## src/hdl/sm4_ctr_keystream_cipher_assert.svh

```systemverilog
// assertion helpers for the sm4 ctr keystream cipher
`ifndef SM4_CTR_KEYSTREAM_CIPHER_ASSERT_SVH
`define SM4_CTR_KEYSTREAM_CIPHER_ASSERT_SVH

// consequent must hold in the same cycle as the antecedent
`define SM4CTR_ASSERT_NOW(label, ante, cons, msg) \
label: assert property (@(posedge clock) disable iff (reset) (ante) |-> (cons)) \
   else $error(msg);

// consequent must hold in the cycle after the antecedent
`define SM4CTR_ASSERT_NEXT(label, ante, cons, msg) \
label: assert property (@(posedge clock) disable iff (reset) (ante) |=> (cons)) \
   else $error(msg);

`endif

```

## src/hdl/sm4ctr_pkg.sv

```systemverilog
package sm4ctr_pkg;

   localparam int ROUNDS = 32;
   localparam int RK_AW = $clog2(ROUNDS);
   localparam int CSR_IW = 2;
   localparam int CSR_DW = 64;

   typedef logic [31:0] word_type;
   typedef logic [RK_AW-1:0] round_type;

   localparam round_type LAST_ROUND = RK_AW'(ROUNDS - 1);

   // register indexes of the csr port
   localparam logic [CSR_IW-1:0] CSR_KEY_HIGH = 2'd0;
   localparam logic [CSR_IW-1:0] CSR_KEY_LOW  = 2'd1;
   localparam logic [CSR_IW-1:0] CSR_IV_HIGH  = 2'd2;
   localparam logic [CSR_IW-1:0] CSR_IV_LOW   = 2'd3;

   localparam word_type FK [4] = '{32'hA3B1BAC6, 32'h56AA3350, 32'h677D9197, 32'hB27022DC};

   localparam logic [7:0] SBOX [256] = '{
      8'hd6,8'h90,8'he9,8'hfe,8'hcc,8'he1,8'h3d,8'hb7,8'h16,8'hb6,8'h14,8'hc2,8'h28,8'hfb,8'h2c,8'h05,
      8'h2b,8'h67,8'h9a,8'h76,8'h2a,8'hbe,8'h04,8'hc3,8'haa,8'h44,8'h13,8'h26,8'h49,8'h86,8'h06,8'h99,
      8'h9c,8'h42,8'h50,8'hf4,8'h91,8'hef,8'h98,8'h7a,8'h33,8'h54,8'h0b,8'h43,8'hed,8'hcf,8'hac,8'h62,
      8'he4,8'hb3,8'h1c,8'ha9,8'hc9,8'h08,8'he8,8'h95,8'h80,8'hdf,8'h94,8'hfa,8'h75,8'h8f,8'h3f,8'ha6,
      8'h47,8'h07,8'ha7,8'hfc,8'hf3,8'h73,8'h17,8'hba,8'h83,8'h59,8'h3c,8'h19,8'he6,8'h85,8'h4f,8'ha8,
      8'h68,8'h6b,8'h81,8'hb2,8'h71,8'h64,8'hda,8'h8b,8'hf8,8'heb,8'h0f,8'h4b,8'h70,8'h56,8'h9d,8'h35,
      8'h1e,8'h24,8'h0e,8'h5e,8'h63,8'h58,8'hd1,8'ha2,8'h25,8'h22,8'h7c,8'h3b,8'h01,8'h21,8'h78,8'h87,
      8'hd4,8'h00,8'h46,8'h57,8'h9f,8'hd3,8'h27,8'h52,8'h4c,8'h36,8'h02,8'he7,8'ha0,8'hc4,8'hc8,8'h9e,
      8'hea,8'hbf,8'h8a,8'hd2,8'h40,8'hc7,8'h38,8'hb5,8'ha3,8'hf7,8'hf2,8'hce,8'hf9,8'h61,8'h15,8'ha1,
      8'he0,8'hae,8'h5d,8'ha4,8'h9b,8'h34,8'h1a,8'h55,8'had,8'h93,8'h32,8'h30,8'hf5,8'h8c,8'hb1,8'he3,
      8'h1d,8'hf6,8'he2,8'h2e,8'h82,8'h66,8'hca,8'h60,8'hc0,8'h29,8'h23,8'hab,8'h0d,8'h53,8'h4e,8'h6f,
      8'hd5,8'hdb,8'h37,8'h45,8'hde,8'hfd,8'h8e,8'h2f,8'h03,8'hff,8'h6a,8'h72,8'h6d,8'h6c,8'h5b,8'h51,
      8'h8d,8'h1b,8'haf,8'h92,8'hbb,8'hdd,8'hbc,8'h7f,8'h11,8'hd9,8'h5c,8'h41,8'h1f,8'h10,8'h5a,8'hd8,
      8'h0a,8'hc1,8'h31,8'h88,8'ha5,8'hcd,8'h7b,8'hbd,8'h2d,8'h74,8'hd0,8'h12,8'hb8,8'he5,8'hb4,8'hb0,
      8'h89,8'h69,8'h97,8'h4a,8'h0c,8'h96,8'h77,8'h7e,8'h65,8'hb9,8'hf1,8'h09,8'hc5,8'h6e,8'hc6,8'h84,
      8'h18,8'hf0,8'h7d,8'hec,8'h3a,8'hdc,8'h4d,8'h20,8'h79,8'hee,8'h5f,8'h3e,8'hd7,8'hcb,8'h39,8'h48
   };

   // operands of one pass through the shared round unit
   typedef struct packed {
      logic               key_sched;
      word_type [3:0]     x;
      word_type           rk;
   } rnd_req_type;

   // ck constant: byte j is (4*i + j) * 7 mod 256, byte 0 on top
   function automatic word_type ck_word(round_type idx);
      word_type w;
      logic [7:0] t;
      w = '0;
      for (int j = 0; j < 4; j++) begin
         t = 8'({idx, 2'(j)}) * 8'd7;
         w[31 - 8*j -: 8] = t;
      end
      return w;
   endfunction

endpackage

```

## src/hdl/sm4ctr_req_if.sv

```systemverilog
interface sm4ctr_req_if;
   logic        valid;
   logic        ready;
   logic        restart;
   logic [63:0] block_high;
   logic [63:0] block_low;
   logic [4:0]  valid_bytes;

   modport source (output valid, restart, block_high, block_low, valid_bytes, input ready);
   modport sink (input valid, restart, block_high, block_low, valid_bytes, output ready);
endinterface

```

## src/hdl/sm4ctr_rsp_if.sv

```systemverilog
interface sm4ctr_rsp_if;
   logic        valid;
   logic        ready;
   logic [63:0] result_high;
   logic [63:0] result_low;

   modport source (output valid, result_high, result_low, input ready);
   modport sink (input valid, result_high, result_low, output ready);
endinterface

```

## src/hdl/sm4ctr_round.sv

```systemverilog
module sm4ctr_round
   import sm4ctr_pkg::*;
(
   input  rnd_req_type rnd_req,
   output word_type    rnd_word
);

   word_type mix;
   word_type sub;
   word_type lin;

   always_comb begin
      mix = rnd_req.x[1] ^ rnd_req.x[2] ^ rnd_req.x[3] ^ rnd_req.rk;
      for (int j = 0; j < 4; j++) begin
         sub[8*j +: 8] = SBOX[mix[8*j +: 8]];
      end
      if (rnd_req.key_sched) begin
         // key schedule map: rotations 13 and 23
         lin = sub ^ {sub[18:0], sub[31:19]} ^ {sub[8:0], sub[31:9]};
      end else begin
         // cipher map: rotations 2, 10, 18, 24
         lin = sub ^ {sub[29:0], sub[31:30]} ^ {sub[21:0], sub[31:22]}
                   ^ {sub[13:0], sub[31:14]} ^ {sub[7:0], sub[31:8]};
      end
      rnd_word = rnd_req.x[0] ^ lin;
   end

endmodule

```

## src/hdl/sm4_ctr_keystream_cipher.sv

```systemverilog
// flow: an accepted beat runs 32 key schedule rounds when restart is set, then
// one round key fetch, 32 cipher rounds and one xor/mask into the result register;
// the xor/mask waits until that register is free; a new beat is taken only in idle,
// so blocks do not overlap; the one shared round unit runs one round per cycle
// for key schedule and cipher alike
// reset: synchronous, active high; clears key, iv and counter to zero, empties
// the result register; round keys are undefined until the first restart
module sm4_ctr_keystream_cipher
   import sm4ctr_pkg::*;
(
   input  logic                clock,
   input  logic                reset,
   sm4ctr_req_if.sink          req_chan,
   sm4ctr_rsp_if.source        rsp_chan,
   input  logic                csr_wr_en,
   input  logic [CSR_IW-1:0]   csr_index,
   input  logic [CSR_DW-1:0]   csr_wdata
);

   typedef enum logic [2:0] {
      ST_IDLE,
      ST_KEY,
      ST_LOAD,
      ST_ENC,
      ST_FINISH
   } state_type;

   state_type       state_ff, state_in;
   round_type       round_ff, round_in;
   word_type [3:0]  x_ff, x_in;
   logic [127:0]    counter_ff, counter_in;
   logic [127:0]    data_ff, data_in;
   logic [4:0]      vbytes_ff, vbytes_in;
   logic            rsp_valid_ff, rsp_valid_in;
   logic [127:0]    result_ff, result_in;
   logic [63:0]     key_high_ff, key_low_ff, iv_high_ff, iv_low_ff;

   word_type        rk_mem [ROUNDS];
   word_type        rk_rd_ff;
   round_type       rk_addr;

   rnd_req_type     rnd_req;
   word_type        rnd_word;
   logic            req_fire;
   logic [15:0]     byte_keep;
   logic [127:0]    keep_mask;

   sm4ctr_round u_round (
      .rnd_req  (rnd_req),
      .rnd_word (rnd_word)
   );

   assign req_chan.ready       = (state_ff == ST_IDLE);
   assign req_fire             = req_chan.valid & req_chan.ready;
   assign rsp_chan.valid       = rsp_valid_ff;
   assign rsp_chan.result_high = result_ff[127:64];
   assign rsp_chan.result_low  = result_ff[63:0];

   always_comb begin
      rnd_req.key_sched = (state_ff == ST_KEY);
      rnd_req.x         = x_ff;
      rnd_req.rk        = (state_ff == ST_KEY) ? ck_word(round_ff) : rk_rd_ff;
      // prefetch the key of the next round; load fetches round 0
      rk_addr           = (state_ff == ST_ENC) ? round_ff + 1'b1 : '0;
   end

   // byte k is kept when k is below the valid count; counts above 16 keep all
   always_comb begin
      for (int k = 0; k < 16; k++) begin
         byte_keep[k]         = (5'(k) < vbytes_ff);
         keep_mask[127-8*k -: 8] = {8{byte_keep[k]}};
      end
   end

   always_comb begin
      state_in     = state_ff;
      round_in     = round_ff;
      x_in         = x_ff;
      counter_in   = counter_ff;
      data_in      = data_ff;
      vbytes_in    = vbytes_ff;
      rsp_valid_in = rsp_valid_ff & ~rsp_chan.ready;
      result_in    = result_ff;
      case (state_ff)
         ST_IDLE: begin
            if (req_fire) begin
               data_in   = {req_chan.block_high, req_chan.block_low};
               vbytes_in = req_chan.valid_bytes;
               round_in  = '0;
               if (req_chan.restart) begin
                  counter_in = {iv_high_ff, iv_low_ff};
                  x_in[0]    = key_high_ff[63:32] ^ FK[0];
                  x_in[1]    = key_high_ff[31:0] ^ FK[1];
                  x_in[2]    = key_low_ff[63:32] ^ FK[2];
                  x_in[3]    = key_low_ff[31:0] ^ FK[3];
                  state_in   = ST_KEY;
               end else begin
                  state_in   = ST_LOAD;
               end
            end
         end
         ST_KEY, ST_ENC: begin
            x_in     = {rnd_word, x_ff[3], x_ff[2], x_ff[1]};
            round_in = round_ff + 1'b1;
            if (round_ff == LAST_ROUND) begin
               state_in = (state_ff == ST_KEY) ? ST_LOAD : ST_FINISH;
            end
         end
         ST_LOAD: begin
            x_in[0]  = counter_ff[127:96];
            x_in[1]  = counter_ff[95:64];
            x_in[2]  = counter_ff[63:32];
            x_in[3]  = counter_ff[31:0];
            round_in = '0;
            state_in = ST_ENC;
         end
         ST_FINISH: begin
            // wait until the result register is free or being emptied
            if (!rsp_valid_ff || rsp_chan.ready) begin
               rsp_valid_in = 1'b1;
               result_in    = (data_ff ^ {x_ff[3], x_ff[2], x_ff[1], x_ff[0]}) & keep_mask;
               counter_in   = counter_ff + 128'd1;
               state_in     = ST_IDLE;
            end
         end
         default: begin
            state_in = ST_IDLE;
         end
      endcase
   end

   always_ff @(posedge clock) begin
      if (reset) begin
         state_ff     <= ST_IDLE;
         round_ff     <= '0;
         counter_ff   <= '0;
         rsp_valid_ff <= 1'b0;
      end else begin
         state_ff     <= state_in;
         round_ff     <= round_in;
         counter_ff   <= counter_in;
         rsp_valid_ff <= rsp_valid_in;
      end
      x_ff      <= x_in;
      data_ff   <= data_in;
      vbytes_ff <= vbytes_in;
      result_ff <= result_in;
   end

   always_ff @(posedge clock) begin
      if (reset) begin
         key_high_ff <= '0;
         key_low_ff  <= '0;
         iv_high_ff  <= '0;
         iv_low_ff   <= '0;
      end else if (csr_wr_en) begin
         case (csr_index)
            CSR_KEY_HIGH: key_high_ff <= csr_wdata;
            CSR_KEY_LOW:  key_low_ff  <= csr_wdata;
            CSR_IV_HIGH:  iv_high_ff  <= csr_wdata;
            CSR_IV_LOW:   iv_low_ff   <= csr_wdata;
            default: begin
            end
         endcase
      end
   end

   // round key store: written during key schedule, read one round ahead
   always_ff @(posedge clock) begin
      if (state_ff == ST_KEY) begin
         rk_mem[round_ff] <= rnd_word;
      end
      rk_rd_ff <= rk_mem[rk_addr];
   end

`include "sm4_ctr_keystream_cipher_assert.svh"

   `SM4CTR_ASSERT_NEXT(a_busy_after_accept, req_fire, !req_chan.ready, "accepted beat did not start work")
   `SM4CTR_ASSERT_NEXT(a_enc_ends, state_ff == ST_ENC && round_ff == LAST_ROUND, state_ff == ST_FINISH, "cipher rounds did not end in finish")
   `SM4CTR_ASSERT_NEXT(a_key_ends, state_ff == ST_KEY && round_ff == LAST_ROUND, state_ff == ST_LOAD, "key schedule did not end in load")
   `SM4CTR_ASSERT_NOW(a_rsp_from_finish, $rose(rsp_valid_ff), $past(state_ff == ST_FINISH), "result appeared outside finish")

endmodule

```

## src/flat_wrapper.sv

```systemverilog
// flat-port wrapper written by rule: the top's interface ports become plain ports
module sm4_ctr_keystream_cipher_flat import sm4ctr_pkg::*;
  (clock, reset, csr_wr_en, csr_index, csr_wdata, req_chan_valid, req_chan_restart, req_chan_block_high, req_chan_block_low, req_chan_valid_bytes, req_chan_ready, rsp_chan_valid, rsp_chan_result_high, rsp_chan_result_low, rsp_chan_ready);
  sm4ctr_req_if req_chan_i ();
  sm4ctr_rsp_if rsp_chan_i ();
  input  logic clock;
  input  logic reset;
  input  logic csr_wr_en;
  input  logic [CSR_IW-1:0] csr_index;
  input  logic [CSR_DW-1:0] csr_wdata;
  input wire logic [$bits(req_chan_i.valid)-1:0] req_chan_valid;
  input wire logic [$bits(req_chan_i.restart)-1:0] req_chan_restart;
  input wire logic [$bits(req_chan_i.block_high)-1:0] req_chan_block_high;
  input wire logic [$bits(req_chan_i.block_low)-1:0] req_chan_block_low;
  input wire logic [$bits(req_chan_i.valid_bytes)-1:0] req_chan_valid_bytes;
  output wire logic [$bits(req_chan_i.ready)-1:0] req_chan_ready;
  output wire logic [$bits(rsp_chan_i.valid)-1:0] rsp_chan_valid;
  output wire logic [$bits(rsp_chan_i.result_high)-1:0] rsp_chan_result_high;
  output wire logic [$bits(rsp_chan_i.result_low)-1:0] rsp_chan_result_low;
  input wire logic [$bits(rsp_chan_i.ready)-1:0] rsp_chan_ready;
  assign req_chan_i.valid = req_chan_valid;
  assign req_chan_i.restart = req_chan_restart;
  assign req_chan_i.block_high = req_chan_block_high;
  assign req_chan_i.block_low = req_chan_block_low;
  assign req_chan_i.valid_bytes = req_chan_valid_bytes;
  assign req_chan_ready = req_chan_i.ready;
  assign rsp_chan_valid = rsp_chan_i.valid;
  assign rsp_chan_result_high = rsp_chan_i.result_high;
  assign rsp_chan_result_low = rsp_chan_i.result_low;
  assign rsp_chan_i.ready = rsp_chan_ready;
  sm4_ctr_keystream_cipher u_core (.clock(clock), .reset(reset), .req_chan(req_chan_i), .rsp_chan(rsp_chan_i), .csr_wr_en(csr_wr_en), .csr_index(csr_index), .csr_wdata(csr_wdata));
endmodule
```

## config.mk

```make
export PLATFORM = sky130hd
export DESIGN_NAME = sm4_ctr_keystream_cipher_flat
export DESIGN_NICKNAME = d
export VERILOG_FILES = /design/src/hdl/sm4ctr_pkg.sv /design/src/hdl/sm4ctr_req_if.sv /design/src/hdl/sm4ctr_rsp_if.sv /design/src/hdl/sm4ctr_round.sv /design/src/hdl/sm4_ctr_keystream_cipher.sv /design/src/flat_wrapper.sv
export VERILOG_INCLUDE_DIRS = /design/src /design/src/hdl
export SDC_FILE = /design/constraint.sdc
export NUM_CORES = 2
export LEC_CHECK = 0
export ABC_CLOCK_PERIOD_IN_PS = 11600
export BUFFER_PORTS_ARGS = -buffer_cell sky130_fd_sc_hd__buf_4
export CORE_MARGIN = 5
export CORE_UTILIZATION = 60
export DETAILED_ROUTE_END_ITERATION = 8
export PLACE_DENSITY_LB_ADDON = 0.1
export SLEW_MARGIN = 20
export SYNTH_ARGS = -nofsm -noshare
export SYNTH_HDL_FRONTEND = slang
export SYNTH_SLANG_ARGS = --single-unit
```

## constraint.sdc

```tcl
create_clock -name clock -period 11.6 [get_ports clock]
set_input_delay 2.32 -clock clock [delete_from_list [all_inputs] [get_ports clock]]
set_output_delay 2.32 -clock clock [all_outputs]
set_load 0.1 [all_outputs]
```

==> tab_implementation.tex <==
\begin{tabular}{lr}
\hline
Metric & Value \\
\hline
\multicolumn{2}{l}{\textbf{Route}} \\
\quad Post-route DRC violation count & 10 \\
\quad DRT antenna net count & 0 \\
\quad Iteration count of the initial detailed-routing pass & 9 \\
\quad Drt initial violations & 14500 \\
\quad Total vias in the final route & 75770 \\
\quad Total routed wirelength & 358500 um \\
\quad Wire length per cell & 35.37 um \\
\quad Via/cell ratio & 7.475 \\
\multicolumn{2}{l}{\textbf{STA}} \\
\quad Setup repair after global routing missed its margin & false \\
\quad F\_max & 118.4 MHz \\
\quad Worst slew pin tran & 1.227 ns \\
\quad Summed negative setup slack over all endpoints & 0 ns \\
\quad Final Hold Vio Count & 0 \\
\quad Remaining max-slew budget at the tightest pin & 0.1763 \\
\quad Post-route fraction of the period consumed by the critical path & 0.7281 \\
\quad Endpoints failing setup & 0 \\
\quad Worst setup skew after layout & 0.05989 ns \\
\quad Final worst path period need & 8.446 ns \\
\quad Max-slew violation count & 0 \\
\multicolumn{2}{l}{\textbf{CTS}} \\
\quad Cts bufs inserted & 175 \\
\quad Post-CTS sizing & 0 \\
\quad Clock tree root driver cell & clkbuf\_16 \\
\quad Post-CTS Hold Buffers & 0 \\
\quad Clock tree from TritonCTS & yes \\
\quad Postcts setup bufs & 0 \\
\quad Sinks on the clock net & 1838 \\
\quad Clock network latency to the later pin of the worst-skew pair & 0.86 ns \\
\quad Maximum level of the CTS H-tree & 4 \\
\quad Deepest clock path buffer count & 3 \\
\quad Clock transition time at the flip-flop clock pins of the worst setup and hold paths & 0.06 ns \\
\multicolumn{2}{l}{\textbf{Critical path}} \\
\quad Highest fanout seen on the critical path & 98 \\
\quad Start-to-end type of the worst setup path & flip-flop to flip-flop \\
\quad Signal arrival time at the worst endpoint & 8.98 ns \\
\quad Critical path data required time & 12.13 ns \\
\quad Worst Setup Start Kind & flip-flop \\
\quad Crit path capture type & flip-flop \\
\multicolumn{2}{l}{\textbf{Die}} \\
\quad Starting density of the core & 0.6051 \\
\quad Area of the core region & 148000 um2 \\
\quad Total Die Area & 157100 um2 \\
\quad Die span in x & 396.4 um \\
\quad Chip height & 396.4 um \\
\quad Standard-cell row count & 141 \\
\quad I/O pin cnt & 335 \\
\multicolumn{2}{l}{\textbf{Run status}} \\
\quad Run status & finished with violations \\
\quad Failing checks & DRC \\
\multicolumn{2}{l}{\textbf{Synthesis}} \\
\quad Cell area after synthesis & 89570 um2 \\
\quad Number of enable-type register cells in the synthesized netlist & 1413 \\
\quad Async set-reset flop share out of synthesis & 0 \\
\quad Number of warnings reported in the yosys synthesis log & 0 \\
\quad Average size of a mapped cell & 11.18 um2 \\
\quad Net count after synthesis & 8274 \\
\quad Number of synthesized register bits & 1838 \\
\quad Most frequently used flop master after synthesis & edfxtp\_1 \\
\quad Sequential fraction of the synthesis area & 0.5687 \\
\quad Netlist cell types & 118 \\
\quad Synthesized instance count & 8009 \\
\multicolumn{2}{l}{\textbf{Placed design}} \\
\quad Buffers on Ports & 334 \\
\quad Placer congestion estimate & 1.060 \\
\quad Dpl hpwl & 224300 um \\
\multicolumn{2}{l}{\textbf{Finish}} \\
\quad Share of final-layout standard cells stronger than drive strength 1 & 0.1500 \\
\quad Commonest non-fill, non-tap cell in the layout & edfxtp\_1 \\
\quad Relative area change from synthesis to final layout & 11.80\% \\
\quad Most frequent cells in the layout & edfxtp\_1, nand2\_1, a21oi\_1 \\
\quad Final Net Count & 8304 \\
\multicolumn{2}{l}{\textbf{Hold path}} \\
\quad Classification of the worst-slack hold path & flip-flop to flip-flop \\
\multicolumn{2}{l}{\textbf{Global routing}} \\
\quad Antenna violations before repair & 18 \\
\quad First-pass GRT wire length & 503100 um \\
\quad Via count of the first global-routing pass & 69640 \\
\quad Pin count of the biggest net entering global routing & 222 \\
\quad Global-route total usage across every layer & 0.4406 \\
\quad Total congestion overflow & 0 \\
\multicolumn{2}{l}{\textbf{Run}} \\
\quad Maximum Capacitance Violations & 0 \\
\hline
\end{tabular}
==> layer usage <==
metal | GRT usage | wire length, um | vias up
met5 | 0 | 80 | -
met4 | 0.2118 | 22170 | 12
met3 | 0.1701 | 60260 | 1273
met2 | 0.6297 | 152100 | 7238
met1 | 0.5946 | 123900 | 36690
li1 | - | - | 30560
==> cells in the mapped netlist, types with 15 or more instances <==
library cell | n | share of area
a2111oi_0 | 27 | 0.0026
a211o_1 | 16 | 0.0016
a211oi_1 | 113 | 0.0095
a21o_1 | 21 | 0.0018
a21oi_1 | 746 | 0.042
a221o_1 | 15 | 0.0017
a221oi_1 | 52 | 0.0051
a22oi_1 | 79 | 0.0066
a311oi_1 | 39 | 0.0038
a31oi_1 | 42 | 0.0029
a32oi_1 | 15 | 0.0015
and2_1 | 33 | 0.0023
and3_1 | 94 | 0.0066
buf_1 | 64 | 0.0027
buf_2 | 119 | 0.0066
buf_4 | 19 | 0.0016
clkbuf_1 | 476 | 0.020
dfxtp_1 | 425 | 0.095
edfxtp_1 | 1413 | 0.47
ha_1 | 53 | 0.0074
inv_1 | 41 | 0.0017
mux2_2 | 34 | 0.0043
mux2i_1 | 53 | 0.0059
mux4_2 | 205 | 0.052
nand2_1 | 1032 | 0.043
nand2b_1 | 16 | 0.0011
nand3_1 | 143 | 0.0080
nand4_1 | 56 | 0.0039
nor2_1 | 622 | 0.026
nor3_1 | 124 | 0.0069
nor4_1 | 39 | 0.0027
o2111ai_1 | 18 | 0.0018
o211ai_1 | 54 | 0.0045
o21a_1 | 21 | 0.0018
o21ai_0 | 483 | 0.027
o21ai_1 | 16 | 0.00089
o221ai_1 | 171 | 0.017
o22ai_1 | 243 | 0.017
o311ai_0 | 38 | 0.0037
o31ai_1 | 39 | 0.0033
o32ai_1 | 25 | 0.0024
or3_1 | 27 | 0.0019
xnor2_1 | 280 | 0.027
xor2_1 | 119 | 0.012
==> final timing paths <==
kind	start	end	slack (ns)	depth (start not counted)
max reg2reg	u_core.round_ff[0]$_SDFFE_PP0P_	u_core.rk_mem[6][24]$_DFFE_PP_	3.15	16
min reg2reg	u_core.key_low_ff[63]$_SDFFE_PP0P_	u_core.key_low_ff[63]$_SDFFE_PP0P_	0.45	2
max	u_core.round_ff[0]$_SDFFE_PP0P_	u_core.rk_mem[6][24]$_DFFE_PP_	3.15	16
min	u_core.key_low_ff[63]$_SDFFE_PP0P_	u_core.key_low_ff[63]$_SDFFE_PP0P_	0.45	2
==> metrics by stage <==
| step | hold slack (ns) | setup slack, ns | instances | cell area (um2) | utilization |
|---|---|---|---|---|---|
| 2_1_floorplan | 0.4332 | 3.158 | 8009 | 89570 | - |
| 3_3_place_gp | 0.4385 | 3.391 | 9792 | 94250 | 0.6368 |
| 3_5_place_dp | 0.4442 | 3.276 | 9792 | 94270 | 0.6369 |
| 4_1_cts | 0.4529 | 3.238 | 10120 | 100100 | 0.6759 |
| 5_1_grt | 0.4659 | 3.016 | 10120 | 100100 | 0.6763 |
| 6_report | 0.4541 | 3.154 | 10140 | 100100 | 0.6765 |
==> final cells by class <==
cell class / count / area, um2
Clock inverter: 94 / 1015
Antenna cell: 14 / 35.03
Sequential cell: 1838 / 50950
Multi-Input combinational cell: 5436 / 36680
Tap cell: 1930 / 2415
Fill cell: 10450 / 47880
Clock buffer: 236 / 4770
Inverter: 53 / 209.0
Timing Repair Buffer: 535 / 4061
==> critical path, cell delays in order, from the launching register on <==
cell and delay, ns:
dfxtp_1 0.85, inv_8 0.43, ha_1 0.58, xor2_1 0.55, mux2i_1 0.49, xnor2_4 0.26, buf_4 0.65, nand2_1 0.41
o211ai_1 0.20, o311ai_0 0.19, a311oi_1 0.32, a211oi_1 0.12, a21oi_1 0.93, xnor2_1 0.34, xnor2_1 0.55, o21ai_0 0.41
xor2_4 0.73
==> registers in the layout (all words and copies together), names as in the netlist <==
name                   flops
u_core.rk_mem           1024
u_core.result_ff         128
u_core.key_high_ff        64
u_core.state_ff            3
u_core.iv_high_ff         64
u_core.round_ff            5
u_core.rsp_chan.valid      1
u_core.counter_ff        128
u_core.vbytes_ff           5
u_core.rnd_req           128
u_core.rk_rd_ff           32
u_core.data_ff           128
u_core.key_low_ff         64
u_core.iv_low_ff          64
==> cells by family (layout without fill, tap and decap cells) <==
logic type | Yosys count | in the layout | synth area share
other | 0 | 14 | 0
xor gates and xnor gates | 422 | 422 | 0.04367
adders and majority gates | 60 | 60 | 0.008968
DFF | 1838 | 1838 | 0.5687
AOI/OAI and AO/OA | 2403 | 2403 | 0.1731
and+or+nand+nor | 2253 | 2253 | 0.1089
buffers and inverters | 735 | 918 | 0.03355
muxes | 298 | 298 | 0.06306
Power is not shown: default switching activity piles up to over one toggle a cycle in this logic, so the estimate is an artifact.
